$ cat src/sv/vpma_pkg.sv
`default_nettype none
package vpma_pkg;

   localparam int PLANE_BYTES = 65536;
   localparam int PLANE_COUNT = 4;
   localparam int BYTE_W      = 8;
   localparam int WORD_W      = PLANE_COUNT * BYTE_W;
   localparam int ADDR_W      = 20;
   localparam int OFFSET_W    = 16;
   localparam int CSR_IDX_W   = 3;
   localparam int CSR_DATA_W  = 8;

   localparam logic [ADDR_W-1:0]   HIGH_WINDOW = 20'hB0000;
   localparam logic [OFFSET_W-1:0] LOW_MASK    = 16'hFFFF;
   localparam logic [OFFSET_W-1:0] HIGH_MASK   = 16'h7FFF;
   localparam logic [PLANE_COUNT-1:0] EVEN_PLANES = 4'h5;
   localparam logic [PLANE_COUNT-1:0] ODD_PLANES  = 4'hA;
   localparam logic [PLANE_COUNT-1:0] ALL_PLANES  = 4'hF;

   typedef enum logic [CSR_IDX_W-1:0] {
      CSR_MODE_FLAGS      = 3'd0,
      CSR_MAP_MASK        = 3'd1,
      CSR_SET_RESET_PAIR  = 3'd2,
      CSR_DATA_ROTATE     = 3'd3,
      CSR_READ_MAP_SELECT = 3'd4,
      CSR_GRAPHICS_MODE   = 3'd5,
      CSR_COLOR_COMPARE   = 3'd6,
      CSR_BIT_MASK        = 3'd7
   } csr_index_type;

   typedef enum logic [1:0] {
      WMODE_SET_RESET = 2'd0,
      WMODE_LATCH     = 2'd1,
      WMODE_COLOR     = 2'd2,
      WMODE_AND_MASK  = 2'd3
   } write_mode_type;

   typedef enum logic [1:0] {
      FN_NONE = 2'd0,
      FN_AND  = 2'd1,
      FN_OR   = 2'd2,
      FN_XOR  = 2'd3
   } logic_fn_type;

   typedef enum logic [2:0] {
      KIND_ZERO,
      KIND_NODEC,
      KIND_CGA_READ,
      KIND_PLANE_READ,
      KIND_COMPARE
   } rsp_kind_type;

   typedef struct packed {
      logic [1:0] mode_flags;
      logic [3:0] map_mask;
      logic [7:0] set_reset_pair;
      logic [4:0] data_rotate;
      logic [1:0] read_map_select;
      logic [7:0] graphics_mode;
      logic [7:0] color_compare_pair;
      logic [7:0] bit_mask;
   } cfg_type;

   typedef struct packed {
      rsp_kind_type kind;
      logic [1:0]   plane_sel;
   } stage_ctrl_type;

endpackage
`default_nettype wire

$ cat src/sv/vpma_result.sv
`default_nettype none
module vpma_result (
   input  wire logic                              clock,
   input  wire logic                              reset,
   input  wire vpma_pkg::cfg_type                 cfg,
   input  wire logic                              issue_valid,
   input  wire vpma_pkg::stage_ctrl_type          issue_ctrl,
   input  wire logic [vpma_pkg::WORD_W-1:0]       mem_rd_data,
   output logic                                   stage_open,
   output logic [vpma_pkg::WORD_W-1:0]            latches,
   output logic                                   rsp_valid,
   input  wire logic                              rsp_ready,
   output logic [vpma_pkg::BYTE_W-1:0]            rsp_read_data,
   output logic                                   rsp_not_decoded
);

   logic                        s2_valid_ff;
   vpma_pkg::stage_ctrl_type    s2_ctrl_ff;
   logic [vpma_pkg::WORD_W-1:0] latches_ff;
   logic                        rsp_valid_ff;
   logic [vpma_pkg::BYTE_W-1:0] rsp_data_ff;
   logic                        rsp_nd_ff;

   logic                        out_open;
   logic                        load_latches;
   logic [vpma_pkg::BYTE_W-1:0] rd_in;
   logic                        nd_in;
   logic [vpma_pkg::PLANE_COUNT-1:0] color;

   assign out_open   = !rsp_valid_ff || rsp_ready;
   assign stage_open = !s2_valid_ff || out_open;

   always_ff @(posedge clock) begin
      if (reset) begin
         s2_valid_ff <= 1'b0;
      end else if (stage_open) begin
         s2_valid_ff <= issue_valid;
      end
   end

   always_ff @(posedge clock) begin
      if (stage_open && issue_valid) begin
         s2_ctrl_ff <= issue_ctrl;
      end
   end

   assign load_latches = s2_valid_ff &&
                         (s2_ctrl_ff.kind == vpma_pkg::KIND_PLANE_READ ||
                          s2_ctrl_ff.kind == vpma_pkg::KIND_COMPARE);

   // A write issued in the same cycle as a read leaves this stage sees the new latches.
   assign latches = load_latches ? mem_rd_data : latches_ff;

   always_ff @(posedge clock) begin
      if (reset) begin
         latches_ff <= '0;
      end else if (load_latches && out_open) begin
         latches_ff <= mem_rd_data;
      end
   end

   always_comb begin
      color = '0;
      rd_in = '0;
      nd_in = 1'b0;
      case (s2_ctrl_ff.kind)
         vpma_pkg::KIND_NODEC: nd_in = 1'b1;
         vpma_pkg::KIND_CGA_READ, vpma_pkg::KIND_PLANE_READ: begin
            rd_in = mem_rd_data[{s2_ctrl_ff.plane_sel, 3'b000} +: vpma_pkg::BYTE_W];
         end
         vpma_pkg::KIND_COMPARE: begin
            for (int b = 0; b < vpma_pkg::BYTE_W; b++) begin
               for (int k = 0; k < vpma_pkg::PLANE_COUNT; k++) begin
                  color[k] = mem_rd_data[k*vpma_pkg::BYTE_W + b];
               end
               rd_in[b] = ~|((cfg.color_compare_pair[3:0] ^ color) &
                             cfg.color_compare_pair[7:4]);
            end
         end
         default: begin
         end
      endcase
   end

   always_ff @(posedge clock) begin
      if (reset) begin
         rsp_valid_ff <= 1'b0;
      end else if (out_open) begin
         rsp_valid_ff <= s2_valid_ff;
      end
   end

   always_ff @(posedge clock) begin
      if (out_open && s2_valid_ff) begin
         rsp_data_ff <= rd_in;
         rsp_nd_ff   <= nd_in;
      end
   end

   assign rsp_valid       = rsp_valid_ff;
   assign rsp_read_data   = rsp_data_ff;
   assign rsp_not_decoded = rsp_nd_ff;

endmodule
`default_nettype wire

$ cat config.mk
export PLATFORM = sky130hd
export DESIGN_NAME = vpma_result
export DESIGN_NICKNAME = d
export VERILOG_FILES = /design/src/sv/vpma_pkg.sv /design/src/sv/vpma_result.sv
export SDC_FILE = /design/constraint.sdc
export NUM_CORES = 1
export LEC_CHECK = 0
export BUFFER_PORTS_ARGS = -buffer_cell sky130_fd_sc_hd__buf_4
export CAP_MARGIN = 5
export CORE_UTILIZATION = 45
export CTS_BUF_LIST = sky130_fd_sc_hd__clkbuf_4 sky130_fd_sc_hd__clkbuf_8
export CTS_CLUSTER_DIAMETER = 50
export DETAILED_ROUTE_END_ITERATION = 8
export PLACE_DENSITY = 0.79
export SLEW_MARGIN = 20
export SYNTH_ARGS = -nofsm -noshare
export SYNTH_HDL_FRONTEND = slang
export SYNTH_SLANG_ARGS = --single-unit
$ cat constraint.sdc
create_clock -name clock -period 3.05 [get_ports clock]
set_input_delay 0.61 -clock clock [delete_from_list [all_inputs] [get_ports clock]]
set_output_delay 0.61 -clock clock [all_outputs]
set_load 0.005 [all_outputs]
==> qor.csv <==
stage,metric,value,unit
worst_setup_path,cp-startpoint,s2_ctrl_ff[4],
outcome,status,"complete, no violations",
yosys,syn-cell-area,2820,um^2
drt,wirelength,6590,um
timing,rsz0062_at_grt,false,
timing,finalSetupTns,0,ns
worst_setup_path,critPathLaunchType,register,
cells_and_area,syn_to_final_growth,26.7,%
global_route,gr-total-overflow,0,
placement,place_ws,0.573,ns
yosys,ys_types,24,
worst_setup_path,worstPathArrival,2.21,ns
yosys,async_flop_share,0,%
power,power.density,400,nW/um^2
clock_network,post_cts_buffers,0,
timing,tightestPinTransition,0.669,ns
floorplan,die_area,6590,um^2
drt,firstDrtPassIters,6,
cells_and_area,fin_cells,416,
yosys,yosys_warnings,0,
clock_network,holdBufCountCts,0,
clock_network,clock_latency,0.30,ns
cells_and_area,ff_latch_area,1100,um^2
drt,vias_per_cell,5.35,
global_route,first_global_vias,2105,
clock_network,cts_sinks,48,
power,switching_share,25.0,%
clock_network,cts_max_path_buffers,2,
drt,drt-initial-drc-count,164,
global_route,antenna_found_initial,0,
cells_and_area,multiInputGateArea,1530,um^2
clock_network,cts_buffers,5,
timing,period_minus_slack,2.82,ns
drt,via_count,2225,
global_route,grt_use_total,21.0,%
worst_setup_path,reg2reg_slack,1.03,ns
global_route,grt_max_degree,35,
power,power.internal,0.00107,W
timing,clock_skew,0.00875,ns
yosys,syn_avg_cell_area,10.8,um^2
cells_and_area,fin_nets,426,
yosys,yosys.area.top_type_share,24.1,%
placement,gp_congestion,0.829,
yosys,netlist_instances,262,
power,switching_power,0.000356,W
floorplan,core_area,5990,um^2
job,cap_violations,0,
worst_setup_path,crit_path_max_fanout,32,
drt,ant_nets,0,
drt,drc,0,
yosys,synth-seq-cells,48,
worst_setup_path,crit_required,2.44,ns
timing,fin_crit_sh,92.5,%
placement,io_buffer_count,91,
yosys,yosys-top-cells-area,"dfxtp_1, edfxtp_1, mux2_2",
worst_setup_path,rr_startpoint,s2_ctrl_ff[3],
worst_setup_path,cp-end-kind,primary output,
power,total_power,0.00143,W
worst_setup_path,r2r_cells,5,
timing,fmax,354,MHz
placement,dp_hpwl,4950,um
power,ir_drop,255,uV
cells_and_area,num-fill-cells,501,
floorplan,fp-row-count,28,
timing,hold_viol_final,0,
power,clkPwrFrac,32.0,%
cells_and_area,drive_above_1_share,41.1,%
floorplan,die_width,81.2,um
timing,drv_slew,0,
worst_setup_path,timing.rr.end,latches_ff[14],
timing,setup_ws,0.228,ns
timing,holdWs,0.478,ns
clock_network,h-tree-depth,2,
worst_setup_path,critPathSlowestCell,edfxtp_1,
worst_setup_path,crit_type,reg2out,
power,pwr-share-comb,19.4,%
yosys,synth_top_flop_cell,dfxtp_1,
worst_setup_path,slowest_delay,0.42,ns
yosys,synth_nets,348,
power,pwr-share-seq,48.6,%
yosys,synth-edff-count,14,
clock_network,clkTransAtPathRegs,0.09,ns
cells_and_area,antenna_cells,0,
clock_network,ctsResizeCount,0,
yosys,ys_seq_area_share,39.0,%
floorplan,initial_core_util,47.1,%
floorplan,ios,129,
global_route,grt_first_pass_wirelength,10400,um
drt,wire_per_inst,15.8,um
worst_hold_path,hp-class,in2reg,
placement,place_inst,408,
power,power.leakage,1.80,nW
floorplan,die_h,81.2,um
timing,maxSlewHeadroom,55.3,%
yosys,yosysTopAreaCell,dfxtp_1,
worst_setup_path,critPathCapture,latches[8],
worst_setup_path,path_cells,or3b_1 -> nand2_1 -> nand2_1 -> buf_4 -> mux2_2 -> buf_4,
clock_network,cts_tree,built,
timing,setup_violations,0,
clock_network,root_buffer,clkbuf_8,
yosys,yosys-top-cells-count,"nor2_1, dfxtp_1, mux2_2, mux2i_1, xor2_1",
yosys,synth.most_common_cell,nor2_1,
==> stage by stage <==
step | area, um^2 | utilization, %
detailed placement | 3460 | 57.8
floorplan | 2820 | -
global placement | 3460 | 57.8
finish | 3570 | 59.6
global route | 3570 | 59.6
CTS | 3570 | 59.6
==> per-layer routing <==
layer | vias up | global-route usage, % | wire length [um]
li1 | 1081 | - | -
met5 | - | 0 | 0
met2 | 109 | 32.5 | 3020
met3 | 11 | 5.17 | 580
met1 | 1024 | 28.5 | 2860
met4 | 0 | 6.96 | 123
==> sequential cells by signal, summed over array words and instances (netlist names) <==
| signal | cells |
|---|---|
| s2_ctrl_ff | 5 |
| rsp_valid | 1 |
| latches_ff | 32 |
| s2_valid_ff | 1 |
| rsp_read_data | 8 |
| rsp_not_decoded | 1 |
==> power groups by stage <==
stage          Clock (W)  Sequential, W  Combinational (W)
3_5_place_dp           0       0.000709           0.000274
2_1_floorplan          0       0.000702           0.000155
4_1_cts         0.000470       0.000694           0.000276
3_3_place_gp           0       0.000708           0.000269
5_1_grt         0.000501       0.000698           0.000300
6_report        0.000456       0.000694           0.000277
==> cell type report <==
| class | count | area share [%] |
|---|---|---|
| Timing Repair Buffer | 93 | 19.5 |
| Clock buffer | 5 | 1.93 |
| Sequential cell | 48 | 30.8 |
| Multi-Input combinational cell | 183 | 42.9 |
| Clock inverter | 3 | 1.19 |
| Inverter | 9 | 0.946 |
| Tap cell | 75 | 2.63 |
==> how the worst min path moves through the flow <==
stage               cells after the start       endpoint  slack, ns           from
finish                                  1  s2_ctrl_ff[3]       0.48  issue_ctrl[3]
detailed placement                      2  latches_ff[7]       0.48  latches_ff[7]
CTS                                     1  s2_ctrl_ff[3]       0.47  issue_ctrl[3]
floorplan                               2  latches_ff[0]       0.46  latches_ff[0]
global route                            1  s2_ctrl_ff[3]       0.46  issue_ctrl[3]
global placement                        2  latches_ff[2]       0.47  latches_ff[2]
==> cell families after synthesis <==
kind of cell | after synthesis | share of synthesized area (%)
mux | 72 | 30.5
simple gates | 53 | 7.76
xor+xnor | 32 | 9.94
flops | 48 | 39.0
compound gates | 26 | 6.17
buf+inv | 31 | 6.57
==> cells in the final DEF (no fill, tap or decap), drive strengths merged <==
cell	instances
a211o	1
a21oi	9
a222oi	8
and2	1
buf	93
bufinv	1
clkbuf	5
clkinv	2
dfxtp	34
edfxtp	14
inv	9
mux2	32
mux2i	32
mux4	8
nand2	11
nand2b	1
nand3b	1
nor2	36
nor2b	1
nor3b	1
o21ai	8
or3b	1
xor2	32
==> worst max-delay path: cells and delay by family, from the launching register on <==
family | cells | cell delay, ns
and+or+nand+nor | 3 | 0.57
buffers and inverters | 2 | 0.50
DFF | 1 | 0.42
muxes | 1 | 0.39
(Power assumes the default switching activity.)
