===== config.mk =====
export PLATFORM = sky130hd
export DESIGN_NAME = vpma_csr
export DESIGN_NICKNAME = d
export VERILOG_FILES = /design/src/sv/vpma_pkg.sv /design/src/sv/vpma_csr.sv
export SDC_FILE = /design/constraint.sdc
export NUM_CORES = 1
export LEC_CHECK = 0
export BUFFER_PORTS_ARGS = -buffer_cell sky130_fd_sc_hd__buf_2
export CAP_MARGIN = 20
export CORE_ASPECT_RATIO = 0.6
export CORE_MARGIN = 2
export CORE_UTILIZATION = 52
export CTS_BUF_LIST = sky130_fd_sc_hd__clkbuf_8
export DETAILED_ROUTE_END_ITERATION = 10
export PLACE_DENSITY_LB_ADDON = 0.3
export SLEW_MARGIN = 20
export SYNTH_ARGS = -nofsm -noshare
export SYNTH_HDL_FRONTEND = slang
export SYNTH_SLANG_ARGS = --single-unit

===== constraint.sdc =====
create_clock -name clock -period 1.34 [get_ports clock]
set_input_delay 0.134 -clock clock [delete_from_list [all_inputs] [get_ports clock]]
set_output_delay 0.134 -clock clock [all_outputs]
set_load 0.03 [all_outputs]

===== src/sv/vpma_pkg.sv =====
`default_nettype none
package vpma_pkg;

   localparam int PLANE_BYTES = 65536;
   localparam int PLANE_COUNT = 4;
   localparam int BYTE_W      = 8;
   localparam int WORD_W      = PLANE_COUNT * BYTE_W;
   localparam int ADDR_W      = 20;
   localparam int OFFSET_W    = 16;
   localparam int CSR_IDX_W   = 3;
   localparam int CSR_DATA_W  = 8;

   localparam logic [ADDR_W-1:0]   HIGH_WINDOW = 20'hB0000;
   localparam logic [OFFSET_W-1:0] LOW_MASK    = 16'hFFFF;
   localparam logic [OFFSET_W-1:0] HIGH_MASK   = 16'h7FFF;
   localparam logic [PLANE_COUNT-1:0] EVEN_PLANES = 4'h5;
   localparam logic [PLANE_COUNT-1:0] ODD_PLANES  = 4'hA;
   localparam logic [PLANE_COUNT-1:0] ALL_PLANES  = 4'hF;

   typedef enum logic [CSR_IDX_W-1:0] {
      CSR_MODE_FLAGS      = 3'd0,
      CSR_MAP_MASK        = 3'd1,
      CSR_SET_RESET_PAIR  = 3'd2,
      CSR_DATA_ROTATE     = 3'd3,
      CSR_READ_MAP_SELECT = 3'd4,
      CSR_GRAPHICS_MODE   = 3'd5,
      CSR_COLOR_COMPARE   = 3'd6,
      CSR_BIT_MASK        = 3'd7
   } csr_index_type;

   typedef enum logic [1:0] {
      WMODE_SET_RESET = 2'd0,
      WMODE_LATCH     = 2'd1,
      WMODE_COLOR     = 2'd2,
      WMODE_AND_MASK  = 2'd3
   } write_mode_type;

   typedef enum logic [1:0] {
      FN_NONE = 2'd0,
      FN_AND  = 2'd1,
      FN_OR   = 2'd2,
      FN_XOR  = 2'd3
   } logic_fn_type;

   typedef enum logic [2:0] {
      KIND_ZERO,
      KIND_NODEC,
      KIND_CGA_READ,
      KIND_PLANE_READ,
      KIND_COMPARE
   } rsp_kind_type;

   typedef struct packed {
      logic [1:0] mode_flags;
      logic [3:0] map_mask;
      logic [7:0] set_reset_pair;
      logic [4:0] data_rotate;
      logic [1:0] read_map_select;
      logic [7:0] graphics_mode;
      logic [7:0] color_compare_pair;
      logic [7:0] bit_mask;
   } cfg_type;

   typedef struct packed {
      rsp_kind_type kind;
      logic [1:0]   plane_sel;
   } stage_ctrl_type;

endpackage
`default_nettype wire


===== src/sv/vpma_csr.sv =====
`default_nettype none
module vpma_csr (
   input  wire logic                              clock,
   input  wire logic                              reset,
   input  wire logic                              csr_wr_en,
   input  wire logic [vpma_pkg::CSR_IDX_W-1:0]    csr_index,
   input  wire logic [vpma_pkg::CSR_DATA_W-1:0]   csr_wdata,
   output vpma_pkg::cfg_type                      cfg
);

   vpma_pkg::cfg_type cfg_ff;

   always_ff @(posedge clock) begin
      if (reset) begin
         cfg_ff <= '0;
      end else if (csr_wr_en) begin
         unique case (vpma_pkg::csr_index_type'(csr_index))
            vpma_pkg::CSR_MODE_FLAGS:      cfg_ff.mode_flags         <= csr_wdata[1:0];
            vpma_pkg::CSR_MAP_MASK:        cfg_ff.map_mask           <= csr_wdata[3:0];
            vpma_pkg::CSR_SET_RESET_PAIR:  cfg_ff.set_reset_pair     <= csr_wdata;
            vpma_pkg::CSR_DATA_ROTATE:     cfg_ff.data_rotate        <= csr_wdata[4:0];
            vpma_pkg::CSR_READ_MAP_SELECT: cfg_ff.read_map_select    <= csr_wdata[1:0];
            vpma_pkg::CSR_GRAPHICS_MODE:   cfg_ff.graphics_mode      <= csr_wdata;
            vpma_pkg::CSR_COLOR_COMPARE:   cfg_ff.color_compare_pair <= csr_wdata;
            vpma_pkg::CSR_BIT_MASK:        cfg_ff.bit_mask           <= csr_wdata;
            default: begin
            end
         endcase
      end
   end

   assign cfg = cfg_ff;

endmodule
`default_nettype wire


==> results of run 1 <==
-- Yosys cell counts, drive strengths merged --
master	instances	share of area, %
dfxtp	45	49
mux2i	45	25
and4b	1	0.54
clkbuf	8	1.6
nand4b	2	0.95
nand2b	53	18
buf	6	2.0
nand4	1	0.68
nand4bb	3	1.8
or4b	1	0.75
-- cell type report --
class | instances | area [um2]
clock buffers | 6 | 82.6
clock inverters | 1 | 3.75
fillers | 288 | 1080
multi-input cells | 106 | 870
flip-flops and latches | 45 | 901
well taps | 45 | 56.3
repair buffers | 63 | 328
-- kinds of logic (layout without fill, tap and decap cells) --
family	after synthesis	count (layout)
simple gates	61	61
mux	45	45
flops	45	45
buf+inv	14	70
-- power groups by stage --
| stage | Combinational [mW] | Sequential (mW) | Clock, mW |
|---|---|---|---|
| after global routing | 0.274 | 1.38 | 0.896 |
| after detailed placement | 0.256 | 1.41 | 0 |
| final | 0.255 | 1.38 | 0.819 |
| after CTS | 0.257 | 1.38 | 0.838 |
| after global placement | 0.248 | 1.41 | 0 |
| after floorplan | 0.121 | 1.47 | 0 |
-- how the worst max path moves through the flow --
stage,depth (start not counted),end,slack (ps),startpoint
global placement,3,cfg[43]$_SDFFE_PP0P_,250,csr_index[0]
finish,1,cfg[38],340,cfg[38]$_SDFFE_PP0P_
CTS,1,cfg[38],350,cfg[38]$_SDFFE_PP0P_
global route,1,cfg[38],300,cfg[38]$_SDFFE_PP0P_
floorplan,3,cfg[43]$_SDFFE_PP0P_,290,csr_index[1]
detailed placement,3,cfg[44]$_SDFFE_PP0P_,230,csr_index[0]
-- per-layer routing --
metal	up-vias	share of wire, %
met5	-	0
met4	0	1.4
met3	12	4.9
met2	42	47
met1	649	47
li1	659	-
-- cell usage in the layout (no fill, tap or decap) --
cell	Yosys	routed
sky130_fd_sc_hd__mux2i_1	45	45
sky130_fd_sc_hd__clkbuf_8	0	6
sky130_fd_sc_hd__nand2b_1	53	53
sky130_fd_sc_hd__buf_2	5	58
sky130_fd_sc_hd__nand4_2	1	1
sky130_fd_sc_hd__and4b_1	1	1
sky130_fd_sc_hd__or4b_4	1	1
sky130_fd_sc_hd__nand4b_1	2	2
sky130_fd_sc_hd__inv_1	0	1
sky130_fd_sc_hd__nand4bb_1	3	3
sky130_fd_sc_hd__buf_4	0	5
sky130_fd_sc_hd__dfxtp_1	45	45
==> run summary, run 1 <==
The share of total power dissipated in sequential elements is 56.2%. The worst path needs 1000 ps of the cycle, external delays included. Achievable frequency: 1000 MHz.

The tools report the destination of the worst hold path as cfg[37]$_SDFFE_PP0P_. The post-placement setup slack is 226 ps, and the number of buffers created by CTS is 5. The run gives 10.4% as the combinational group share of total power. The tools report the total DRC errors in the routed layout as 0. The run finished with clean final reports.

The combinational family with the most area after synthesis was multiplexers. The tools report the length of the first detailed-routing pass in iterations as 4. STA classifies the critical path startpoint as a flop.

For this block, the initial DRC count from the detailed router was 56. The number of violations of the max-capacitance limit was 0. The clock-pin slew on the worst setup and hold paths is 80 ps.

The run gives 0 as the number of post-CTS setup repair buffers. The average vias per placed instance is 5.12. The tools report the worst setup slack after layout as 340 ps. The cell at the root of the clock tree was sky130_fd_sc_hd__clkbuf_8.

Setup repair after global routing left no endpoint under its margin. The number of cells traversed by the worst register-to-register path works out to 2. The number of pins exceeding their max-slew limit in the final report is 0, and the adder-cell share of the synthesized area is 0%. Headroom to the max-slew limit came out at 71.6%.

For this run, the total global-route usage over all layers was measured as 21.4%. The cell count of the worst hold path works out to 3. For the instance count after placement with tap cells included, the log shows 259. The run gives 33.4% as the power share of the clock group. The relative area change from synthesis to final layout is 22.0%.

The largest individual stage delay along the critical path comes from the cell sky130_fd_sc_hd__dfxtp_1. Global routing consumed, on the met3 layer, 5.68% of the routing resources. At the end of routability-driven placement, the weighted congestion stood at 0.735. For this run, the number of Yosys warnings is 0. For the maximum ir drop on the vdd rail, the log shows 0.742 mV.

After clock tree synthesis, the repair step resized 0 gates. The area of the core was 3320 um2; the I/O pin total was 59. The worst hold path class is in -> reg. The logs give 266 for the number of non-filler instances in the completed layout and 290 ps for the clock latency at the later pin of the worst-skew pair. The count of port buffers added during placement is 58, and the post-cts hold buffer count is 0. The slew at the pin closest to its max-slew limit was 427 ps.

The largest fanout of any net on the critical path is 2. Once placement finished, the instance area stood at 2150 um2. The count of buffering cells on the critical path with inverters included is 1. In this run the static leakage power is 1.21 nW.

The clock passes through at most 2 buffers. The largest net degree at the start of global routing was 25; the count of inserted antenna diode cells was 0. For this run, global-route usage on met1 was measured as 28.3%. After detailed routing, the average wire length per cell comes to 14.7 um. Internal power comes to 1.87 mW. The initial antenna violation count is 0, and the share of the core filled with cells is 67.4%. Broken down by cell family, the worst path's largest delay share belongs to flip-flops. The number of nets in the final layout came out at 235. The power per unit of standard cell area works out to 1100 nW/um2. The internal reg-to-reg setup slack is 710 ps, and the worst hold slack is 183 ps.

Data on the critical path arrives at its endpoint at 870 ps. In this run the most used layer during global routing was met2. Net switching is 23.9% of the power. The synthesized design contains 45 register bits. TritonCTS built the clock tree. After synthesis, the mean cell area works out to 11.1 um2. The tools report the share of the yosys chip area belonging to registers as 49.0%. HPWL after detailed placement: 2850 um.

Critical path class: reg -> out. STA classifies the critical path endpoint as an output port. The final layout contains routed wiring with a total length of 3910 um. For this design, the sink count on the clock tree is 45.

In this run, distinct cell masters in the synthesized netlist total 11. The tools report the count of final hold-check violations as 0. The post-route standard cell area excluding fillers is 2240 um2, and the fraction of synthesized area in multiplexers is 24.5%. The simple logic cell fraction of the synthesized area is 22.8%, and the met2 usage in global routing is 34.7%.

The register with the most flip-flops in the layout has 45 of them. The logs give 0 for the overall overflow remaining after global route and 2.45 mW for the total power. The tools report the via count of the first global-routing pass as 1,271. For the global-route wire length before repair, the log shows 6440 um.

The run gives 1210 ps as the data required time at the worst endpoint. The worst flop-to-flop path endpoint is cfg[38]$_SDFFE_PP0P_. The tools report the startpoint of the most critical hold path as csr_wdata[6]. Launch point of the worst reg-to-reg path: cfg[38]$_SDFFE_PP0P_. The netlist area before placement was 1840 um2; the total vias in the final route was 1,362.

The floorplan has 16 rows. From bottom edge to top edge, the die measures 50.0 um. The synthesized instance count is 165.

Traced cell by cell, the critical path runs through buf_2. Once detail routing completed, the nets flagged for antenna violations numbered 0. In this run the power spent charging and discharging nets is 587 uW. After layout, the worst path uses 74.6% of the clock period. The chip width is 80.7 um.

Setup violations remaining at the end of the flow were counted as 0. Across the routed clock network, the largest skew measured is 0 ps. Of the total synthesized cell area, the portion taken by XOR and XNOR cells is 0%.

The number of nets in the synthesized netlist was 179; the final total negative setup slack was 0 ps. The H-tree was split into 2 levels. The synthesized netlist devotes 0% of its cell area to compound gates. The die covers 4040 um2. The longest individual stage delay on the worst path came out at 370 ps.

The fraction of layout instances using a drive strength above 1 is 32.1%, and the initial core utilization is 55.3%.
Power figures use the tool's default switching activity.
==> inputs of run 2 (changes only) <==
ABC_AREA = 1   (was default)
clock period = 1 ns   (was 1.34 ns; I/O delays follow)
==> run 2 against run 1 <==
Clock power up 60%. Hold slack lost 31 ps. Non-clock buffer count increased by 3. Sequential power rose by 36%. Sequential cell count stayed put. Register-to-register slack lost 320 ps. Sequential share of layout area fell by 1.9 points. Synthesized cell count rose by 62%. Final cell count increased by 41%. Wire length grew 11%. Die area down 0.18%. Worst setup slack worse by 310 ps. Highest routed layer unchanged.
==> run summary, run 2 <==
Power spent charging and discharging nets: 991 uW. STA classifies the critical path endpoint as an output port. Achievable frequency: 1030 MHz.

The top flip-flop cell by instance count after synthesis was sky130_fd_sc_hd__dfxtp_1. The power per unit of standard cell area came out at 1600 nW/um2. By instance count, the leading cell after synthesis is sky130_fd_sc_hd__nor2_1. The chip width was 80.7 um.

The tools report the initial core utilization as 55.5%. The worst pin sits at a relative slew slack of 78.2%. The average size of a mapped cell was 6.87 um2. After the first detailed-routing iteration, the DRC count stood at 78. The leakage dissipation came out at 1.19 nW. The cell taking the most area after synthesis is sky130_fd_sc_hd__dfxtp_1.

Along the worst path, the maximum fanout reaches 2. Yosys mapped a number of flops with a built-in enable equal to 0. For the worst setup path, the data arrival time is 870 ps. The worst setup path is of the reg -> out kind. After synthesis, the share of flip-flops with an asynchronous set or reset is 0%. Ranked by total cell area, the synthesized netlist is headed by sky130_fd_sc_hd__dfxtp_1 49%, sky130_fd_sc_hd__nor2_1 19%, sky130_fd_sc_hd__nand2_1 12%. Net switching is 26.4% of the power. The average vias per placed instance works out to 4.84. The clock period could shrink to 968 ps. The count of buffering cells on the critical path with inverters included works out to 1.

The run gives 1,818 as the total vias in the final route. The H-tree generated during clock tree synthesis spans 2 levels. The I/O pin total is 59, and the synthesized instance count is 267. The logs give 0 for the remaining number of nets flagged by the antenna check after routing and 281 for the number of nets in the synthesized netlist. The run gives 2240 um2 as the cell area after placement.

For the number of clock sinks, the log shows 45. The via count of the first global-routing pass is 1,525, and the combinational group share of total power is 14.9%. The tools report the clock latency at the later pin of the worst-skew pair as 300 ps. The floorplan die height is 50.0 um. At the end of the flow, the number of nets in the layout was 345. TritonCTS built the clock tree. Flip-flop count of the largest register after layout: 45.

Clock skew on the completed layout was measured at 0 ps. The final layout contains routed wiring with a total length of 4320 um. The weighted congestion reported at the end of routability-driven placement is 0.837. Setup repair after global routing left no endpoint under its margin.

The fraction of power consumed by sequential logic came out at 50.2%. Sequential cells were found to cover 49.1% of the synthesized design area. Cell internal power was estimated by the tool at 2.76 mW.

The run finished with clean final reports. The length of the first detailed-routing pass in iterations was 4. In this run the worst hold path is classified as in -> reg. Number of buffers created by CTS: 5. Setup total negative slack on the finished layout was measured at 0 ps.

For the worst setup path, the data required time is 900 ps. Once placement completed, the tool counted placed cells totaling 369. Traced cell by cell, the critical path runs through buf_2. The routed length per instance is 11.5 um, and the flip-flop and latch count after synthesis is 45. The number of violations of the max-capacitance limit is 0. The cell at the root of the clock tree was sky130_fd_sc_hd__clkbuf_8. Setup violations remaining at the end of the flow were counted as 0.

For this design, the slowest cell found on the critical path is sky130_fd_sc_hd__dfxtp_1. Of the post-synthesis cell area, the dominant cell type holds 49.1%. The run gives 0 as the number of pins exceeding their max-slew limit in the final report. The run gives 23.7% as the total global-route track usage. The commonest cells after synthesis are 95 x sky130_fd_sc_hd__nor2_1, 57 x sky130_fd_sc_hd__nand2_1, 45 x sky130_fd_sc_hd__dfxtp_1, 37 x sky130_fd_sc_hd__nand3_1, 11 x sky130_fd_sc_hd__inv_1. The fraction of layout instances using a drive strength above 1 works out to 26.0%.

The first global-routing pass estimated 7090 um of wire. The initial antenna violation count was 0. The largest net degree at the start of global routing was 46; the maximum ir drop on the vdd rail was 1.09 mV. The tools report the area of the core as 3300 um2. The count of final hold-check violations came out at 0. The clock passes through at most 2 buffers. Slew at the pin closest to its max-slew limit: 327 ps.

In this run, the clock network consumes 34.9% of the power. Overall overflow remaining after global route: 0. The tools report the number of distinct library cells after synthesis as 14. After legalization and detailed placement, the total HPWL measured 3030 um.

The netlist area before placement was 1830 um2. In this design, the stage delay of the slowest critical-path cell is 360 ps. The tools report the type of element launching the critical path as a flop. The run gives 4030 um2 as the area enclosed by the die boundary. Leaving out fill and tap cells, the most frequent cell in the layout is sky130_fd_sc_hd__nor2_1.

The number of warnings printed during yosys synthesis is 0. The number of rows created at floorplan came out at 16. The kind of cell with the highest combined delay on the critical path is flip-flops. The number of non-filler instances in the completed layout is 376. The repair_antennas step left the layout with diodes totalling 0. Count of port buffers added during placement: 58. After routing the design area is 2350 um2. Clock-pin slew on the worst setup and hold paths: 80 ps. Leaving out fill and tap cells, the most frequent cells in the layout are 95 x sky130_fd_sc_hd__nor2_1, 57 x sky130_fd_sc_hd__nand2_1, 56 x sky130_fd_sc_hd__buf_2. After detailed routing, the number of remaining DRC violations is 0. The area growth from synthesis to layout is 28.2%.

The portion of the clock cycle consumed by the worst path in the final layout is 96.8%.
## run 2: changes by cell type in the layout (fill, tap and decap cells not counted), sizes merged, moves of 2 or more
cell | before | now
nand4bb | 3 | 0
nand3 | 0 | 37
nand2 | 0 | 59
nor2 | 0 | 102
nand4b | 2 | 0
buf | 63 | 65
nand2b | 53 | 0
inv | 1 | 15
mux2i | 45 | 0
## run 2: worst paths after layout
| path | start | cells past startpoint | slack (ps) | endpoint |
|---|---|---|---|---|
| setup reg to reg | cfg[13]$_SDFFE_PP0P_ | 2 | 390 | cfg[13]$_SDFFE_PP0P_ |
| hold / removal | csr_wdata[7] | 5 | 150 | cfg[7]$_SDFFE_PP0P_ |
| hold reg to reg | cfg[39]$_SDFFE_PP0P_ | 2 | 480 | cfg[39]$_SDFFE_PP0P_ |
| setup / recovery | cfg[21]$_SDFFE_PP0P_ | 1 | 30 | cfg[21] |
## run 2: cells by family after synthesis
family	count (synthesis)	share of synthesized area, %
simple gates	198	45.1
flops	45	49.1
buf+inv	24	5.73
## run 2: per-stage QoR
stage                     setup WS (ps)  hold WS (ps)  total power [mW]  util (%)
after floorplan                     213           279              2.30         -
after global routing               2.44           187              3.92      71.1
after CTS                          23.4           146              3.79      71.0
after detailed placement           18.8           467              2.48      67.8
final                              32.2           152              3.75      71.1
after global placement             47.5           454              2.47      67.8
## run 2: power by group through the flow
stage               logic (mW)  registers (mW)  clock network [mW]
floorplan                0.246            2.05                   0
global placement         0.549            1.92                   0
detailed placement       0.556            1.93                   0
CTS                      0.558            1.88                1.35
global route             0.616            1.89                1.41
finish                   0.559            1.88                1.31
## run 2: worst reg2reg max path: stages (launching register included)
cell and delay, ps:
sky130_fd_sc_hd__dfxtp_1 330, sky130_fd_sc_hd__nor2_1 120, sky130_fd_sc_hd__nor2_1 60
## run 2: metal layers
metal	share of wire, %	global-route usage [%]
met3	7.8	6.04
met1	48	32.5
met5	0	0
met4	1.9	12.7
met2	43	33.9
## run 2: repair_timing
| action | in CTS | in global routing |
|---|---|---|
| hold buffers | 0 | 0 |
| resized for setup | 0 | 3 |
| setup endpoints to repair | 0 | 2 |
| buffers inserted | 0 | 0 |
## run 2: layout make-up
type,instances,area (um2)
sequential,45,901
inverter,15,56.3
clock inverter,2,35.0
tap,45,56.3
multi-input combinational,198,827
clock buffer,5,68.8
timing repair buffer,66,405
fill,285,953
