$ cat src/sv/vpma_pkg.sv
`default_nettype none
package vpma_pkg;

   localparam int PLANE_BYTES = 65536;
   localparam int PLANE_COUNT = 4;
   localparam int BYTE_W      = 8;
   localparam int WORD_W      = PLANE_COUNT * BYTE_W;
   localparam int ADDR_W      = 20;
   localparam int OFFSET_W    = 16;
   localparam int CSR_IDX_W   = 3;
   localparam int CSR_DATA_W  = 8;

   localparam logic [ADDR_W-1:0]   HIGH_WINDOW = 20'hB0000;
   localparam logic [OFFSET_W-1:0] LOW_MASK    = 16'hFFFF;
   localparam logic [OFFSET_W-1:0] HIGH_MASK   = 16'h7FFF;
   localparam logic [PLANE_COUNT-1:0] EVEN_PLANES = 4'h5;
   localparam logic [PLANE_COUNT-1:0] ODD_PLANES  = 4'hA;
   localparam logic [PLANE_COUNT-1:0] ALL_PLANES  = 4'hF;

   typedef enum logic [CSR_IDX_W-1:0] {
      CSR_MODE_FLAGS      = 3'd0,
      CSR_MAP_MASK        = 3'd1,
      CSR_SET_RESET_PAIR  = 3'd2,
      CSR_DATA_ROTATE     = 3'd3,
      CSR_READ_MAP_SELECT = 3'd4,
      CSR_GRAPHICS_MODE   = 3'd5,
      CSR_COLOR_COMPARE   = 3'd6,
      CSR_BIT_MASK        = 3'd7
   } csr_index_type;

   typedef enum logic [1:0] {
      WMODE_SET_RESET = 2'd0,
      WMODE_LATCH     = 2'd1,
      WMODE_COLOR     = 2'd2,
      WMODE_AND_MASK  = 2'd3
   } write_mode_type;

   typedef enum logic [1:0] {
      FN_NONE = 2'd0,
      FN_AND  = 2'd1,
      FN_OR   = 2'd2,
      FN_XOR  = 2'd3
   } logic_fn_type;

   typedef enum logic [2:0] {
      KIND_ZERO,
      KIND_NODEC,
      KIND_CGA_READ,
      KIND_PLANE_READ,
      KIND_COMPARE
   } rsp_kind_type;

   typedef struct packed {
      logic [1:0] mode_flags;
      logic [3:0] map_mask;
      logic [7:0] set_reset_pair;
      logic [4:0] data_rotate;
      logic [1:0] read_map_select;
      logic [7:0] graphics_mode;
      logic [7:0] color_compare_pair;
      logic [7:0] bit_mask;
   } cfg_type;

   typedef struct packed {
      rsp_kind_type kind;
      logic [1:0]   plane_sel;
   } stage_ctrl_type;

endpackage
`default_nettype wire

$ cat src/sv/vpma_issue.sv
`default_nettype none
module vpma_issue #(
   parameter int PLANE_BYTES = vpma_pkg::PLANE_BYTES,
   localparam int IDX_W = $clog2(PLANE_BYTES)
) (
   input  wire logic                              clock,
   input  wire logic                              reset,
   input  wire logic                              in_valid,
   output logic                                   in_ready,
   input  wire logic                              in_operation,
   input  wire logic [vpma_pkg::ADDR_W-1:0]       in_address,
   input  wire logic [vpma_pkg::BYTE_W-1:0]       in_write_data,
   input  wire vpma_pkg::cfg_type                 cfg,
   input  wire logic [vpma_pkg::WORD_W-1:0]       latches,
   input  wire logic                              next_open,
   output logic                                   issue_valid,
   output vpma_pkg::stage_ctrl_type               issue_ctrl,
   output logic                                   mem_wr_en,
   output logic [vpma_pkg::PLANE_COUNT-1:0]       mem_wr_be,
   output logic [vpma_pkg::WORD_W-1:0]            mem_wr_data,
   output logic                                   mem_rd_en,
   output logic [IDX_W-1:0]                       mem_addr
);

   logic                          s1_valid_ff;
   logic                          s1_op_ff;
   logic [vpma_pkg::ADDR_W-1:0]   s1_addr_ff;
   logic [vpma_pkg::BYTE_W-1:0]   s1_data_ff;

   logic                          s1_open;
   logic                          advance;
   logic [vpma_pkg::OFFSET_W-1:0] host_off;
   logic [vpma_pkg::OFFSET_W-1:0] plane_off;
   logic                          cga_map;
   logic                          mem_enabled;
   logic                          odd_even;
   logic [vpma_pkg::PLANE_COUNT-1:0] plane_mask;
   logic [vpma_pkg::WORD_W-1:0]   lane_data;

   // Write-path byte lane: write mode, then in modes 0/2 logic function, bit mask.
   function automatic logic [vpma_pkg::BYTE_W-1:0] write_lane(
      input vpma_pkg::cfg_type         c,
      input logic [1:0]                lane,
      input logic [vpma_pkg::BYTE_W-1:0] data,
      input logic [vpma_pkg::BYTE_W-1:0] lt
   );
      logic [vpma_pkg::BYTE_W-1:0]   bt;
      logic [2*vpma_pkg::BYTE_W-1:0] dbl;
      bt  = '0;
      dbl = '0;
      unique case (vpma_pkg::write_mode_type'(c.graphics_mode[1:0]))
         vpma_pkg::WMODE_SET_RESET: begin
            bt  = c.set_reset_pair[{1'b1, lane}] ? {8{c.set_reset_pair[{1'b0, lane}]}}
                                                 : data;
            dbl = {bt, bt} >> c.data_rotate[2:0];
            bt  = dbl[vpma_pkg::BYTE_W-1:0];
         end
         vpma_pkg::WMODE_LATCH:    bt = lt;
         vpma_pkg::WMODE_COLOR:    bt = {8{data[{1'b0, lane}]}};
         vpma_pkg::WMODE_AND_MASK: bt = {4'b0, c.set_reset_pair[3:0]} & c.bit_mask;
         default:                  bt = lt;
      endcase
      if (!c.graphics_mode[0]) begin
         case (vpma_pkg::logic_fn_type'(c.data_rotate[4:3]))
            vpma_pkg::FN_AND: bt = bt & lt;
            vpma_pkg::FN_OR:  bt = bt | lt;
            vpma_pkg::FN_XOR: bt = bt ^ lt;
            default:          bt = bt;
         endcase
         bt = (bt & c.bit_mask) | (lt & ~c.bit_mask);
      end
      return bt;
   endfunction

   assign s1_open  = !s1_valid_ff || next_open;
   assign in_ready = s1_open;
   assign advance  = s1_valid_ff && next_open;

   always_ff @(posedge clock) begin
      if (reset) begin
         s1_valid_ff <= 1'b0;
      end else if (s1_open) begin
         s1_valid_ff <= in_valid;
      end
   end

   always_ff @(posedge clock) begin
      if (s1_open && in_valid) begin
         s1_op_ff   <= in_operation;
         s1_addr_ff <= in_address;
         s1_data_ff <= in_write_data;
      end
   end

   assign cga_map     = cfg.mode_flags[1];
   assign mem_enabled = cfg.mode_flags[0];
   assign odd_even    = cfg.graphics_mode[4];

   always_comb begin
      host_off = (s1_addr_ff < vpma_pkg::HIGH_WINDOW)
               ? (s1_addr_ff[vpma_pkg::OFFSET_W-1:0] & vpma_pkg::LOW_MASK)
               : (s1_addr_ff[vpma_pkg::OFFSET_W-1:0] & vpma_pkg::HIGH_MASK);
      plane_off = (cga_map || odd_even) ? {1'b0, host_off[vpma_pkg::OFFSET_W-1:1]} : host_off;
      // One subtract wraps the offset when it is below twice the plane size.
      if ({1'b0, plane_off} >= (vpma_pkg::OFFSET_W+1)'(PLANE_BYTES)) begin
         mem_addr = IDX_W'({1'b0, plane_off} - (vpma_pkg::OFFSET_W+1)'(PLANE_BYTES));
      end else begin
         mem_addr = IDX_W'(plane_off);
      end
   end

   always_comb begin
      for (int k = 0; k < vpma_pkg::PLANE_COUNT; k++) begin
         lane_data[k*vpma_pkg::BYTE_W +: vpma_pkg::BYTE_W] =
            write_lane(cfg, 2'(k), s1_data_ff, latches[k*vpma_pkg::BYTE_W +: vpma_pkg::BYTE_W]);
      end
   end

   always_comb begin
      if (odd_even) begin
         plane_mask = cfg.map_mask & (host_off[0] ? vpma_pkg::ODD_PLANES : vpma_pkg::EVEN_PLANES);
      end else begin
         plane_mask = cfg.map_mask & vpma_pkg::ALL_PLANES;
      end
      mem_wr_en = advance && s1_op_ff && (cga_map || mem_enabled);
      mem_rd_en = advance && !s1_op_ff && (cga_map || mem_enabled);
      if (cga_map) begin
         mem_wr_be   = host_off[0] ? 4'b0010 : 4'b0001;
         mem_wr_data = {vpma_pkg::PLANE_COUNT{s1_data_ff}};
      end else begin
         mem_wr_be   = plane_mask;
         mem_wr_data = lane_data;
      end
   end

   always_comb begin
      issue_valid          = advance;
      issue_ctrl.plane_sel = {1'b0, host_off[0]};
      if (cga_map) begin
         issue_ctrl.kind = s1_op_ff ? vpma_pkg::KIND_ZERO : vpma_pkg::KIND_CGA_READ;
      end else if (!mem_enabled) begin
         issue_ctrl.kind = vpma_pkg::KIND_NODEC;
      end else if (s1_op_ff) begin
         issue_ctrl.kind = vpma_pkg::KIND_ZERO;
      end else begin
         issue_ctrl.kind = cfg.graphics_mode[3] ? vpma_pkg::KIND_COMPARE
                                                : vpma_pkg::KIND_PLANE_READ;
         issue_ctrl.plane_sel = odd_even ? {cfg.read_map_select[1], host_off[0]}
                                         : cfg.read_map_select;
      end
   end

endmodule
`default_nettype wire

$ cat config.mk
export PLATFORM = sky130hd
export DESIGN_NAME = vpma_issue
export DESIGN_NICKNAME = d
export VERILOG_FILES = /design/src/sv/vpma_pkg.sv /design/src/sv/vpma_issue.sv
export SDC_FILE = /design/constraint.sdc
export NUM_CORES = 1
export LEC_CHECK = 0
export BUFFER_PORTS_ARGS = -buffer_cell sky130_fd_sc_hd__buf_2
export CORE_AREA = 5 5 116 118
export CTS_CLUSTER_DIAMETER = 50
export DETAILED_ROUTE_END_ITERATION = 8
export DIE_AREA = 0 0 121 123
export PLACE_DENSITY = 0.77
export SLEW_MARGIN = 15
export SYNTH_ARGS = -nofsm -noshare
export SYNTH_HDL_FRONTEND = slang
export SYNTH_SLANG_ARGS = --single-unit
$ cat constraint.sdc
create_clock -name clock -period 7.6 [get_ports clock]
set_clock_uncertainty 0.15 [all_clocks]
set_input_delay 0 -clock clock [delete_from_list [all_inputs] [get_ports clock]]
set_output_delay 0 -clock clock [all_outputs]
set_load 0.01 [all_outputs]
==> flow_summary.rst, run 1 <==
.. list-table::
   :header-rows: 1

   * - Metric
     - Value
   * - Number of top-level design ports
     - 171
   * - Setup repair after global routing missed its margin
     - no
   * - CTS buffer count
     - 5
   * - Core region area
     - 12400 um2
   * - CTS root buffer
     - clkbuf_16
   * - Netlist Area Pre-Place
     - around 5400 um2
   * - Number of placed instances, taps included
     - 1018
   * - Number of inserted filler cells in the final layout
     - 1185
   * - Aggregate negative setup slack
     - 0 ns
   * - Unique cell type count in the Yosys netlist
     - 53
   * - Worst setup path endpoint
     - mem_wr_data[27]
   * - Final number of max-transition violations
     - 0
   * - Worst Setup SP
     - s1_data_ff[3]
   * - Endpoint kind of the worst setup timing path
     - output port
   * - Internal reg-to-reg setup slack
     - 6.23 ns
   * - Maximum clock insertion buffer count
     - 2
   * - Top FF cell, synth
     - edfxtp_1
   * - Site row count
     - between 40 and 50
   * - IR Drop Worst-Case VDD
     - 0.203 mV
   * - Diodes inserted
     - 0
   * - Final HPWL from detailed placement
     - between 10000 and 15000 um
   * - Iteration-0 DRC count of the detailed router
     - 561
   * - Ys async rst share
     - 0
   * - Proportion of layout cells with a drive suffix above 1
     - 0.247
   * - Post-Syn Instances
     - 726
   * - Overall power
     - 0.779 mW
   * - Depth of the worst register-to-register path
     - 3
   * - Clock-pin slew on the worst setup and hold paths
     - 0.04 ns
   * - Initial antenna violation count
     - 1
   * - Number of nets produced by synthesis
     - 900
   * - Detailed-route wire length
     - about 18000 um
   * - Die outline width
     - about 120 um
   * - Global-route wire length before repair
     - 28400 um
   * - Overall via count from detail_route
     - 6002
   * - Non-filler cells, final
     - about 1.1k
   * - Height of the die
     - 123 um
   * - Number of enable flip-flop cells after synthesis
     - 29
   * - Initial core utilization
     - 0.438
   * - CTS tree
     - yes
   * - Number of port buffers
     - between 150 and 200
   * - Mean Syn Cell Area
     - 7.46 um2
   * - Routed Antenna Nets
     - 0
   * - Worst max-slew margin expressed relative to the limit
     - 0.253
   * - Final worst path period need
     - 3.45 ns
   * - Sequential share of the synthesized area
     - 0.164
   * - Per-cell routed wire length
     - around 17 um
   * - Syn-to-layout area delta
     - 24.6%
   * - Die Outline Area
     - 14900 um2
   * - Final hold violation count
     - 0
   * - Top-area cell type share of the netlist area
     - 0.161
   * - Overall track demand over capacity in global routing
     - 0.234
   * - Crit path launch type
     - flop
   * - Power Density
     - 115 nW/um2
   * - Number of global-route vias before repair
     - 5728
   * - Result of the run
     - finished clean
   * - Type of the tightest min-delay check
     - in -> out
   * - Htree depth
     - 2
   * - Cell accounting for the most synthesized area
     - edfxtp_1
   * - Pin count of the biggest net entering global routing
     - 66
   * - Count of warnings emitted by yosys
     - 0
   * - Required time at the worst-slack endpoint
     - roughly 7.5 ns
   * - Max Freq
     - approximately 290 MHz
   * - Vias per inst
     - around 5.7
   * - Crit share post-route
     - 0.454
   * - Capture instance of the worst register-to-register path
     - s1_addr_ff[1]
   * - Final nets
     - 1058
   * - Number of max-cap violations
     - 0
   * - Routability congestion estimate from global placement
     - 0.917
   * - Post-CTS setup buffers
     - 0
   * - FF+latch count, synth
     - 30
   * - Total congestion overflow after global routing
     - 0
   * - Largest fanout on the critical path
     - 12
   * - Clock latency reported for the late side of the worst-skew pair
     - 0.27 ns
   * - Most instantiated cells after synthesis
     - 91 x a21oi_1, 79 x inv_1, 64 x ha_1, 62 x o21ai_0, 58 x nand2_1
   * - Top post-synthesis cells by area
     - edfxtp_1 16%, ha_1 15%, a21oi_1 8.4%
   * - First-pass detailed-route iteration total
     - 5
   * - Number of remaining DRC errors
     - 0
   * - Number of setup violations in the final report
     - 0
   * - Kind of critical path
     - reg -> out
   * - Worst r2r src
     - s1_valid_ff
   * - Clk sink count
     - 30
   * - LEAKAGE
     - 3.24 nW
   * - Most frequently used cell type in the post-synthesis netlist
     - a21oi_1
   * - Slew at the pin closest to its max-slew limit
     - 1.12 ns
   * - Signal arrival time at the worst endpoint
     - approximately 3.3 ns
## through the flow
step | area, um2 | utilization | hold WS [ns] | setup WS (ns)
4_1_cts | 6750 | 0.546 | 0.145 | 4.14
3_5_place_dp | 6280 | 0.508 | 0.00699 | 4.32
2_1_floorplan | 5420 | - | -0.0956 | 4.96
3_3_place_gp | 6280 | 0.508 | 0.00607 | 4.36
6_report | 6750 | 0.546 | 0.161 | 4.15
5_1_grt | 6750 | 0.546 | 0.185 | 3.77
## what timing repair did
action,4_1_cts,5_1_grt
hold buffers,31,0
gates resized for setup,0,0
endpoints found under the hold margin,30,0
## worst min-delay path by stage
stage / start / end / slack, ns / cells past startpoint
detailed placement: reset / s1_valid_ff / 0.007 / 2
floorplan: cfg[20] / mem_addr[15] / -0.1 / 1
global route: cfg[24] / issue_ctrl[0] / 0.18 / 3
CTS: cfg[39] / mem_wr_be[0] / 0.14 / 3
global placement: reset / s1_valid_ff / 0.006 / 2
finish: cfg[39] / mem_wr_be[0] / 0.16 / 3
## power breakdown
part | internal [mW] | leakage, nW | total (mW) | switching [mW]
Combinational | 0.154 | 2.88 | 0.360 | 0.206
Clock | 0.151 | 0.0773 | 0.214 | 0.0634
Sequential | 0.194 | 0.289 | 0.205 | 0.0108
Total | 0.499 | 3.24 | 0.779 | 0.281
## layout by cell type, fill, tap and decap left out, drive strengths merged, types with 11 or more instances in the layout
master       netlist  final
buf               13    165
a21oi             91     91
inv               79     79
ha                64     64
o21ai             64     64
nand2             58     58
nor2              51     51
nand2b            46     46
dlygate4sd3        0     31
edfxtp            29     29
mux2              20     20
nor2b             18     18
a31oi             14     14
o21a              13     13
a21o              12     12
a211oi            12     12
and2              11     11
## flip-flops by register name, indices dropped and copies added, names as in the netlist
| register | count |
|---|---|
| s1_valid_ff | 1 |
| s1_addr_ff | 20 |
| s1_op_ff | 1 |
| s1_data_ff | 8 |
## logic make-up after synthesis
group | share of synthesized area
simple gates | 0.190
compound gates | 0.314
buf+inv | 0.0917
flops | 0.164
mux | 0.0924
fa+ha+maj | 0.148
## worst max-delay path, cell delays in order, from the launching register on
cell       delay (ns)
edfxtp_1         0.58
mux4_1           0.62
mux2i_1          0.31
nor2_1           0.06
o21ai_0          0.38
ha_1             0.18
o21ai_0          0.08
a2111oi_0        0.43
nor2_1           0.09
a21oi_1          0.14
buf_2            0.15
## final cells by class
| class | instances | area (um2) | area share |
|---|---|---|---|
| Clock inverter | 2 | 33.8 | 0.00501 |
| Multi-Input combinational cell | 572 | 4030 | 0.598 |
| Sequential cell | 30 | 891 | 0.132 |
| Tap cell | 172 | 215 | 0.0319 |
| Clock buffer | 5 | 125 | 0.0185 |
| Inverter | 79 | 297 | 0.0439 |
| Timing Repair Buffer | 196 | 1150 | 0.171 |
## metal layers
metal,wire (um),vias to the layer above,global-route usage
met4,274,2,0.0616
met3,1680,23,0.0480
met5,13,-,0
met1,7220,2777,0.294
li1,-,2909,-
met2,8740,291,0.410
No activity file was read; power rests on OpenSTA's default activity.
==> run 2: changes to the inputs <==
--- a/config.mk
+++ b/config.mk
@@ -5,12 +5,13 @@
 export SDC_FILE = /design/constraint.sdc
 export NUM_CORES = 1
 export LEC_CHECK = 0
+export ABC_AREA = 1
 export BUFFER_PORTS_ARGS = -buffer_cell sky130_fd_sc_hd__buf_2
-export CORE_AREA = 5 5 116 118
+export CORE_AREA = 5 5 123 125
 export CTS_CLUSTER_DIAMETER = 50
 export DETAILED_ROUTE_END_ITERATION = 8
-export DIE_AREA = 0 0 121 123
-export PLACE_DENSITY = 0.77
+export DIE_AREA = 0 0 128 130
+export PLACE_DENSITY = 0.76
 export SLEW_MARGIN = 15
 export SYNTH_ARGS = -nofsm -noshare
 export SYNTH_HDL_FRONTEND = slang
==> constraint.sdc (replaced) <==
create_clock -name clock -period 3.35 [get_ports clock]
set_clock_uncertainty 0.15 [all_clocks]
set_input_delay 0 -clock clock [delete_from_list [all_inputs] [get_ports clock]]
set_output_delay 0 -clock clock [all_outputs]
set_load 0.01 [all_outputs]
==> run 2 against run 1 <==
  * Via count grew 29%
  * Non-clock buffer count grew 9
  * Largest power group unchanged
  * Combinational power grew to 2.6 times the previous value
  * Largest cell class unchanged
  * Final area grew 9.6%
==> flow_summary.rst, run 2 <==
.. list-table::
   :header-rows: 1

   * - Metric
     - Value
   * - Result of the run
     - finished clean
   * - Number of max-cap violations
     - 0
   * - Iteration-0 DRC count of the detailed router
     - between 900 and 1k
   * - Largest fanout on the critical path
     - 6
   * - Number of enable flip-flop cells after synthesis
     - 29
   * - Top flop regs
     - s1_addr_ff (20), s1_data_ff (8)
   * - Final worst path period need
     - 2.79 ns
   * - Total congestion overflow after global routing
     - 0
   * - First-pass detailed-route iteration total
     - 6
   * - Slew at the pin closest to its max-slew limit
     - 0.680 ns
   * - Ys async rst share
     - 0
   * - Routed Antenna Nets
     - 0
   * - Met1 Routed Length
     - 8620 um
   * - CTS tree
     - yes
   * - Cell accounting for the most synthesized area
     - nand3_1
   * - Number of gates resized after cts
     - 0
   * - Number of global-route vias before repair
     - around 7.2k
   * - Initial antenna violation count
     - 2
   * - Die outline width
     - 128 um
   * - IR Drop Worst-Case VDD
     - 0.484 mV
   * - Top post-synthesis cells by area
     - nand3_1 21%, nand2_1 14%, edfxtp_1 14%
   * - Core region area
     - 13800 um2
   * - Worst Setup SP
     - s1_data_ff[2]
   * - Final number of max-transition violations
     - 0
   * - Post-Syn Instances
     - 1040
   * - Overall track demand over capacity in global routing
     - 0.263
   * - Clock-pin slew on the worst setup and hold paths
     - 0.05 ns
   * - Worst max-slew margin expressed relative to the limit
     - 0.546
   * - Worst r2r src
     - s1_valid_ff
   * - Routability congestion estimate from global placement
     - 0.937
   * - Number of port buffers
     - 158
   * - CTS root buffer
     - clkbuf_16
   * - Kind of critical path
     - reg -> out
   * - Vias per inst
     - 5.67
   * - Overall power
     - 1.89 mW
   * - LEAKAGE
     - a little under 4 nW
   * - Number of setup violations in the final report
     - 0
   * - Unique cell type count in the Yosys netlist
     - 26
   * - Endpoint kind of the worst setup timing path
     - output port
   * - Maximum clock insertion buffer count
     - 2
   * - Type of the tightest min-delay check
     - in -> out
   * - Gate family responsible for the most delay along the worst path
     - simple AND/OR/NAND/NOR gates
   * - Final nets
     - between 1k and 1.5k
   * - Biggest register
     - s1_addr_ff
   * - Setup repair after global routing missed its margin
     - no
   * - Number of buffer and inverter stages on the critical path
     - 3
   * - Maximum cell stage delay along the critical path
     - 0.54 ns
   * - Final hold violation count
     - 0
   * - Detailed-route wire length
     - between 20000 and 25000 um
   * - Required time at the worst-slack endpoint
     - 3.20 ns
   * - Height of the die
     - 130 um
   * - Cells along the critical path
     - nand3_1 -> inv_1 -> a211oi_1 -> nand2_1 -> inv_1 -> ha_1 -> nand2_1 -> o2111ai_1 -> nand2_1 -> a21oi_1 -> nand2_1 -> nand2_1 -> buf_2
   * - Topmost layer with routed signal wires
     - met4
   * - Overall via count from detail_route
     - 7752
   * - Proportion of layout cells with a drive suffix above 1
     - 0.176
   * - Most common library cell in the layout ignoring fill and taps
     - nand3_1
   * - Max Freq
     - 358 MHz
   * - Clock latency reported for the late side of the worst-skew pair
     - 0.26 ns
   * - Crit-path slowest cell
     - edfxtp_1
   * - Htree depth
     - 2
   * - Most numerous cell on the critical path
     - nand2_1
   * - Global-route wire length before repair
     - 35900 um
   * - Highest-count cells in the layout ignoring fill and taps
     - 262 x nand3_1, 236 x nand2_1, 158 x buf_2
   * - Most instantiated cells after synthesis
     - 262 x nand3_1, 236 x nand2_1, 113 x inv_1, 71 x nor2_1, 67 x o21ai_0
   * - Crit path launch type
     - flop
   * - Count of warnings emitted by yosys
     - 0
   * - Clk sink count
     - 30
   * - Routed length on met3
     - 2430 um
   * - Number of nets produced by synthesis
     - 1214
   * - Initial core utilization
     - 0.444
   * - Sequential share of the synthesized area
     - 0.146
   * - Mean Syn Cell Area
     - 5.88 um2
   * - Met2 layer wire length in the routed design
     - between 10000 and 15000 um
   * - Signal arrival time at the worst endpoint
     - 2.64 ns
   * - Top-area cell type share of the netlist area
     - 0.214
   * - Syn-to-layout area delta
     - 20.8%
   * - CTS buffer count
     - 5
   * - Die Outline Area
     - 16600 um2
   * - Aggregate negative setup slack
     - 0 ns
   * - Top FF cell, synth
     - edfxtp_1
   * - Number of remaining DRC errors
     - 0
   * - Site row count
     - 43
   * - Final HPWL from detailed placement
     - between 15000 and 20000 um
   * - Netlist Area Pre-Place
     - between 6000 and 7000 um2
   * - Crit share post-route
     - 0.834
   * - Most frequently used cell type in the post-synthesis netlist
     - nand3_1
   * - Per-cell routed wire length
     - 16.3 um
   * - Max FFs per register
     - 20
   * - Hold path startpoint
     - cfg[25]
   * - FF+latch count, synth
     - 30
   * - Power Density
     - 256 nW/um2
   * - Pin count of the biggest net entering global routing
     - 36
   * - Number of top-level design ports
     - about 170
-- run 2: cell count changes after synthesis, sizes merged, moves of 18 or more --
cell / change
o21ai: +26
nand2b: -46
buf: +28
nand2: +180
nor2b: -18
mux2: -20
a21oi: -52
nor2: +26
inv: +43
nand3: +257
-- run 2: logic make-up after synthesis --
| family | synth area share |
|---|---|
| adders and majority gates | 0.131 |
| and+or+nand+nor | 0.416 |
| DFF | 0.146 |
| AOI/OAI and AO/OA | 0.176 |
| buffers and inverters | 0.131 |
-- run 2: timing repair --
item,4_1_cts,5_1_grt
buffers inserted,0,0
endpoints found under the hold margin,30,0
hold buffers,31,0
-- run 2: layout make-up --
cell class,count,area [um2]
Fill cell,1355,6380
Tap cell,180,225
Timing Repair Buffer,205,1220
Sequential cell,30,891
Multi-Input combinational cell,822,4430
Inverter,122,463
Clock buffer,5,125
Antenna cell,2,5.00
Clock inverter,2,33.8
-- run 2: worst reg2reg max path, delay by kind of cell (launching register included) --
family / cells / cell delay [ns]
AOI/OAI and AO/OA: 1 / 0.13
buffers and inverters: 1 / 0.56
DFF: 1 / 0.38
and+or+nand+nor: 1 / 0.09
-- run 2: stage by stage --
step / area, um2 / util / setup slack (ns) / hold slack, ns / instances
floorplan: 6120 / - / 1.00 / -0.0809 / 1040
global route: 7390 / 0.537 / 0.415 / 0.174 / 1368
finish: 7390 / 0.537 / 0.557 / 0.153 / 1368
CTS: 7390 / 0.537 / 0.621 / 0.145 / 1366
global placement: 6920 / 0.502 / 0.960 / 0.00526 / 1328
detailed placement: 6920 / 0.502 / 0.921 / 0.0104 / 1328
-- run 2: final timing paths --
| kind | to | slack [ns] | cells past startpoint |
|---|---|---|---|
| worst max register to register | s1_valid_ff | 1.99 | 3 |
| worst min register to register | s1_op_ff | 0.75 | 2 |
| worst max-delay path | mem_wr_data[17] | 0.56 | 13 |
| worst min-delay path | issue_ctrl[1] | 0.15 | 4 |
-- run 2: where the power goes --
| part | total (mW) | switching, mW | leakage [nW] | internal (mW) |
|---|---|---|---|---|
| Sequential | 0.460 | 0.0203 | 0.289 | 0.440 |
| Clock | 0.486 | 0.143 | 0.0773 | 0.343 |
| Combinational | 0.948 | 0.595 | 3.50 | 0.353 |
| Total | 1.89 | 0.759 | 3.87 | 1.14 |
-- run 2: routing by layer --
layer,global-route usage,vias up
li1,-,3820
met1,0.333,3424
met3,0.0585,63
met4,0.113,0
met2,0.434,445
met5,0,-
==> run 3: changes to the inputs <==
--- a/config.mk
+++ b/config.mk
@@ -11,7 +11,7 @@
 export CTS_CLUSTER_DIAMETER = 50
 export DETAILED_ROUTE_END_ITERATION = 8
 export DIE_AREA = 0 0 128 130
-export PLACE_DENSITY = 0.76
+export PLACE_DENSITY = 0.78
 export SLEW_MARGIN = 15
 export SYNTH_ARGS = -nofsm -noshare
 export SYNTH_HDL_FRONTEND = slang
==> constraint.sdc (replaced) <==
create_clock -name clock -period 2.3 [get_ports clock]
set_clock_uncertainty 0.15 [all_clocks]
set_input_delay 0 -clock clock [delete_from_list [all_inputs] [get_ports clock]]
set_output_delay 0 -clock clock [all_outputs]
set_load 0.01 [all_outputs]
==> run 3 against run 2 <==
  * The flow now finishes with violations (setup timing)
  * Critical path depth is 2 higher
  * Wire length is 8.5% higher
  * Worst setup slack worse by 0.87 ns
  * Non-clock buffer count is 35 higher
  * Sequential share of layout area is 1.7 points lower
  * Hold slack better by 0.0035 ns
  * Sequential power is 44% higher
  * Largest cell class unchanged
  * Highest routed layer unchanged
==> flow_summary.rst, run 3 (same netlist as run 2, synthesis figures left out) <==
.. list-table::
   :header-rows: 1

   * - Metric
     - Value
   * - First-pass detailed-route iteration total
     - 5
   * - Pin count of the biggest net entering global routing
     - 33
   * - Min-Delay Path Depth
     - 3
   * - Maximum cell stage delay along the critical path
     - between 0.5 and 0.6 ns
   * - Global-route wire length before repair
     - 36500 um
   * - Max Freq
     - 383 MHz
   * - Violations in the final reports
     - setup timing
   * - Initial core utilization
     - 0.444
   * - Iteration-0 DRC count of the detailed router
     - a little under 800
   * - Proportion of layout cells with a drive suffix above 1
     - 0.355
   * - Clock-pin slew on the worst setup and hold paths
     - ~0.050 ns
   * - Height of the die
     - around 130 um
   * - Diodes inserted
     - 0
   * - Gate family responsible for the most delay along the worst path
     - simple AND/OR/NAND/NOR gates
   * - Hold EP
     - issue_ctrl[2]
   * - Non-filler cells, final
     - 1401
   * - Top flop regs
     - s1_addr_ff (20), s1_data_ff (8)
   * - Signal arrival time at the worst endpoint
     - 2.46 ns
   * - Capture instance of the worst register-to-register path
     - s1_data_ff[4]
   * - Final number of max-transition violations
     - 0
   * - Vias per inst
     - 5.84
   * - Syn-to-layout area delta
     - 41.1%
   * - Crit share post-route
     - 1.14
   * - Number of buffer and inverter stages on the critical path
     - 2
   * - Overall track demand over capacity in global routing
     - 0.268
   * - Worst-case setup slack after placement
     - -0.00641 ns
   * - Number of global-route vias before repair
     - 7450
   * - Initial antenna violation count
     - 0
   * - Core region area
     - about 14000 um2
   * - Most numerous cell on the critical path
     - nand2_1
   * - Crit path launch type
     - flop
   * - CTS root buffer
     - clkbuf_16
   * - Hold path startpoint
     - cfg[43]
   * - Number of port buffers
     - 158
   * - Power Density
     - 355 nW/um2
   * - Site row count
     - 43
   * - Clk sink count
     - 30
   * - Per-cell routed wire length
     - 17.3 um
   * - Area after DPL
     - ~7100 um2
   * - Final nets
     - 1395
   * - Final worst path period need
     - roughly 2.6 ns
   * - Htree depth
     - 2
   * - Number of remaining DRC errors
     - 0
   * - Type of the tightest min-delay check
     - in -> out
   * - Number of top-level design ports
     - 171
   * - Biggest register
     - s1_addr_ff
   * - Worst max-slew margin expressed relative to the limit
     - 0.546
   * - CTS buffer count
     - 5
   * - Detailed-route wire length
     - 24200 um
   * - CTS tree
     - yes
   * - Largest fanout on the critical path
     - 5
   * - Final hold slack
     - between 0.15 and 0.2 ns
   * - Final worst setup slack
     - -0.314 ns
   * - Die outline width
     - between 100 and 150 um
   * - Maximum clock insertion buffer count
     - 2
   * - Most common library cell in the layout ignoring fill and taps
     - nand2_1
   * - Number of max-cap violations
     - 0
   * - Final hold violation count
     - 0
   * - Result of the run
     - finished, violations left
   * - Highest-count cells in the layout ignoring fill and taps
     - 195 x nand2_1, 154 x buf_2, 146 x nand3_1
   * - Worst r2r src
     - s1_valid_ff
   * - Internal reg-to-reg setup slack
     - 0.97 ns
   * - Cell area after layout
     - about 8600 um2
   * - Kind of critical path
     - reg -> out
   * - Die Outline Area
     - 16600 um2
   * - Overall via count from detail_route
     - slightly above 8k
   * - LEAKAGE
     - about 4.3 nW
   * - Required time at the worst-slack endpoint
     - around 2.2 ns
   * - Final HPWL from detailed placement
     - 16900 um
   * - Setup repair after global routing missed its margin
     - yes
   * - Number of setup violations in the final report
     - 32
   * - Cells along the critical path
     - nand2_2 -> nand3_2 -> nand3_2 -> nand3_2 -> nand3_1 -> nand2_1 -> inv_1 -> ha_1 -> nand2_1 -> o211ai_1 -> nand2_1 -> a21oi_1 -> nand2_1 -> nand2_1 -> buf_2
   * - Total congestion overflow after global routing
     - 0
   * - Routed Antenna Nets
     - 0
   * - Crit-path slowest cell
     - edfxtp_1
   * - Routability congestion estimate from global placement
     - around 0.92
   * - Endpoint kind of the worst setup timing path
     - output port
   * - Depth of the worst register-to-register path
     - 2
   * - IR Drop Worst-Case VDD
     - 0.535 mV
   * - Clock latency reported for the late side of the worst-skew pair
     - 0.27 ns
   * - Max FFs per register
     - 20
   * - Slew at the pin closest to its max-slew limit
     - 0.679 ns
   * - Number of placed instances, taps included
     - 1343
[run 3: area by class of cell]
cell class                      instances  area (um2)
Sequential cell                        30         891
Clock buffer                            5         125
Fill cell                            1228        5140
Tap cell                              180         225
Inverter                              122         463
Timing Repair Buffer                  240        1560
Clock inverter                          2        33.8
Multi-Input combinational cell        822        5340
[run 3: worst min-delay path, cell delays in order]
cell and delay (ns):
buf_2 0.10, a21oi_1 0.07, buf_2 0.14
[run 3: metal layers]
layer,vias to the layer above,wire (um),track usage
li1,3877,-,-
met1,3764,9090,0.344
met2,456,11300,0.446
met3,88,2630,0.0483
met4,0,1140,0.110
met5,-,0,0
[run 3: metrics by stage]
| stage | setup TNS [ns] | total power [mW] | utilization |
|---|---|---|---|
| 6_report | -8.23 | 3.06 | 0.627 |
| 4_1_cts | -5.30 | 2.85 | 0.571 |
| 5_1_grt | -12.68 | 3.27 | 0.627 |
| 3_5_place_dp | -0.00643 | 2.03 | 0.514 |
| 2_1_floorplan | 0 | 1.59 | - |
| 3_3_place_gp | 0 | 2.00 | 0.514 |
[run 3: worst max-delay path by stage]
stage          slack [ns]               to     startpoint  cells past startpoint
6_report            -0.31   mem_wr_data[1]  s1_data_ff[7]                     15
5_1_grt             -0.46  mem_wr_data[12]  s1_data_ff[6]                     15
4_1_cts             -0.19  mem_wr_data[30]  s1_data_ff[5]                     15
3_5_place_dp       -0.006   mem_wr_data[2]  s1_data_ff[0]                     14
3_3_place_gp         0.03   mem_wr_data[7]  s1_data_ff[0]                     15
2_1_floorplan        0.44  mem_wr_data[16]  s1_data_ff[2]                     12
[run 3: what timing repair did]
action,in CTS,in global routing
hold buffers,31,0
buffers inserted,10,10
cloned,0,0
gates resized for setup,55,149
hold endpoints to repair,30,0
setup endpoints to repair,32,32
pin swaps,19,61
[run 3: power by group]
group / leakage [nW] / switching [mW] / total [mW] / internal (mW)
clock network: 0.0773 / 0.211 / 0.710 / 0.499
logic: 3.92 / 1.04 / 1.69 / 0.648
registers: 0.289 / 0.0221 / 0.662 / 0.640
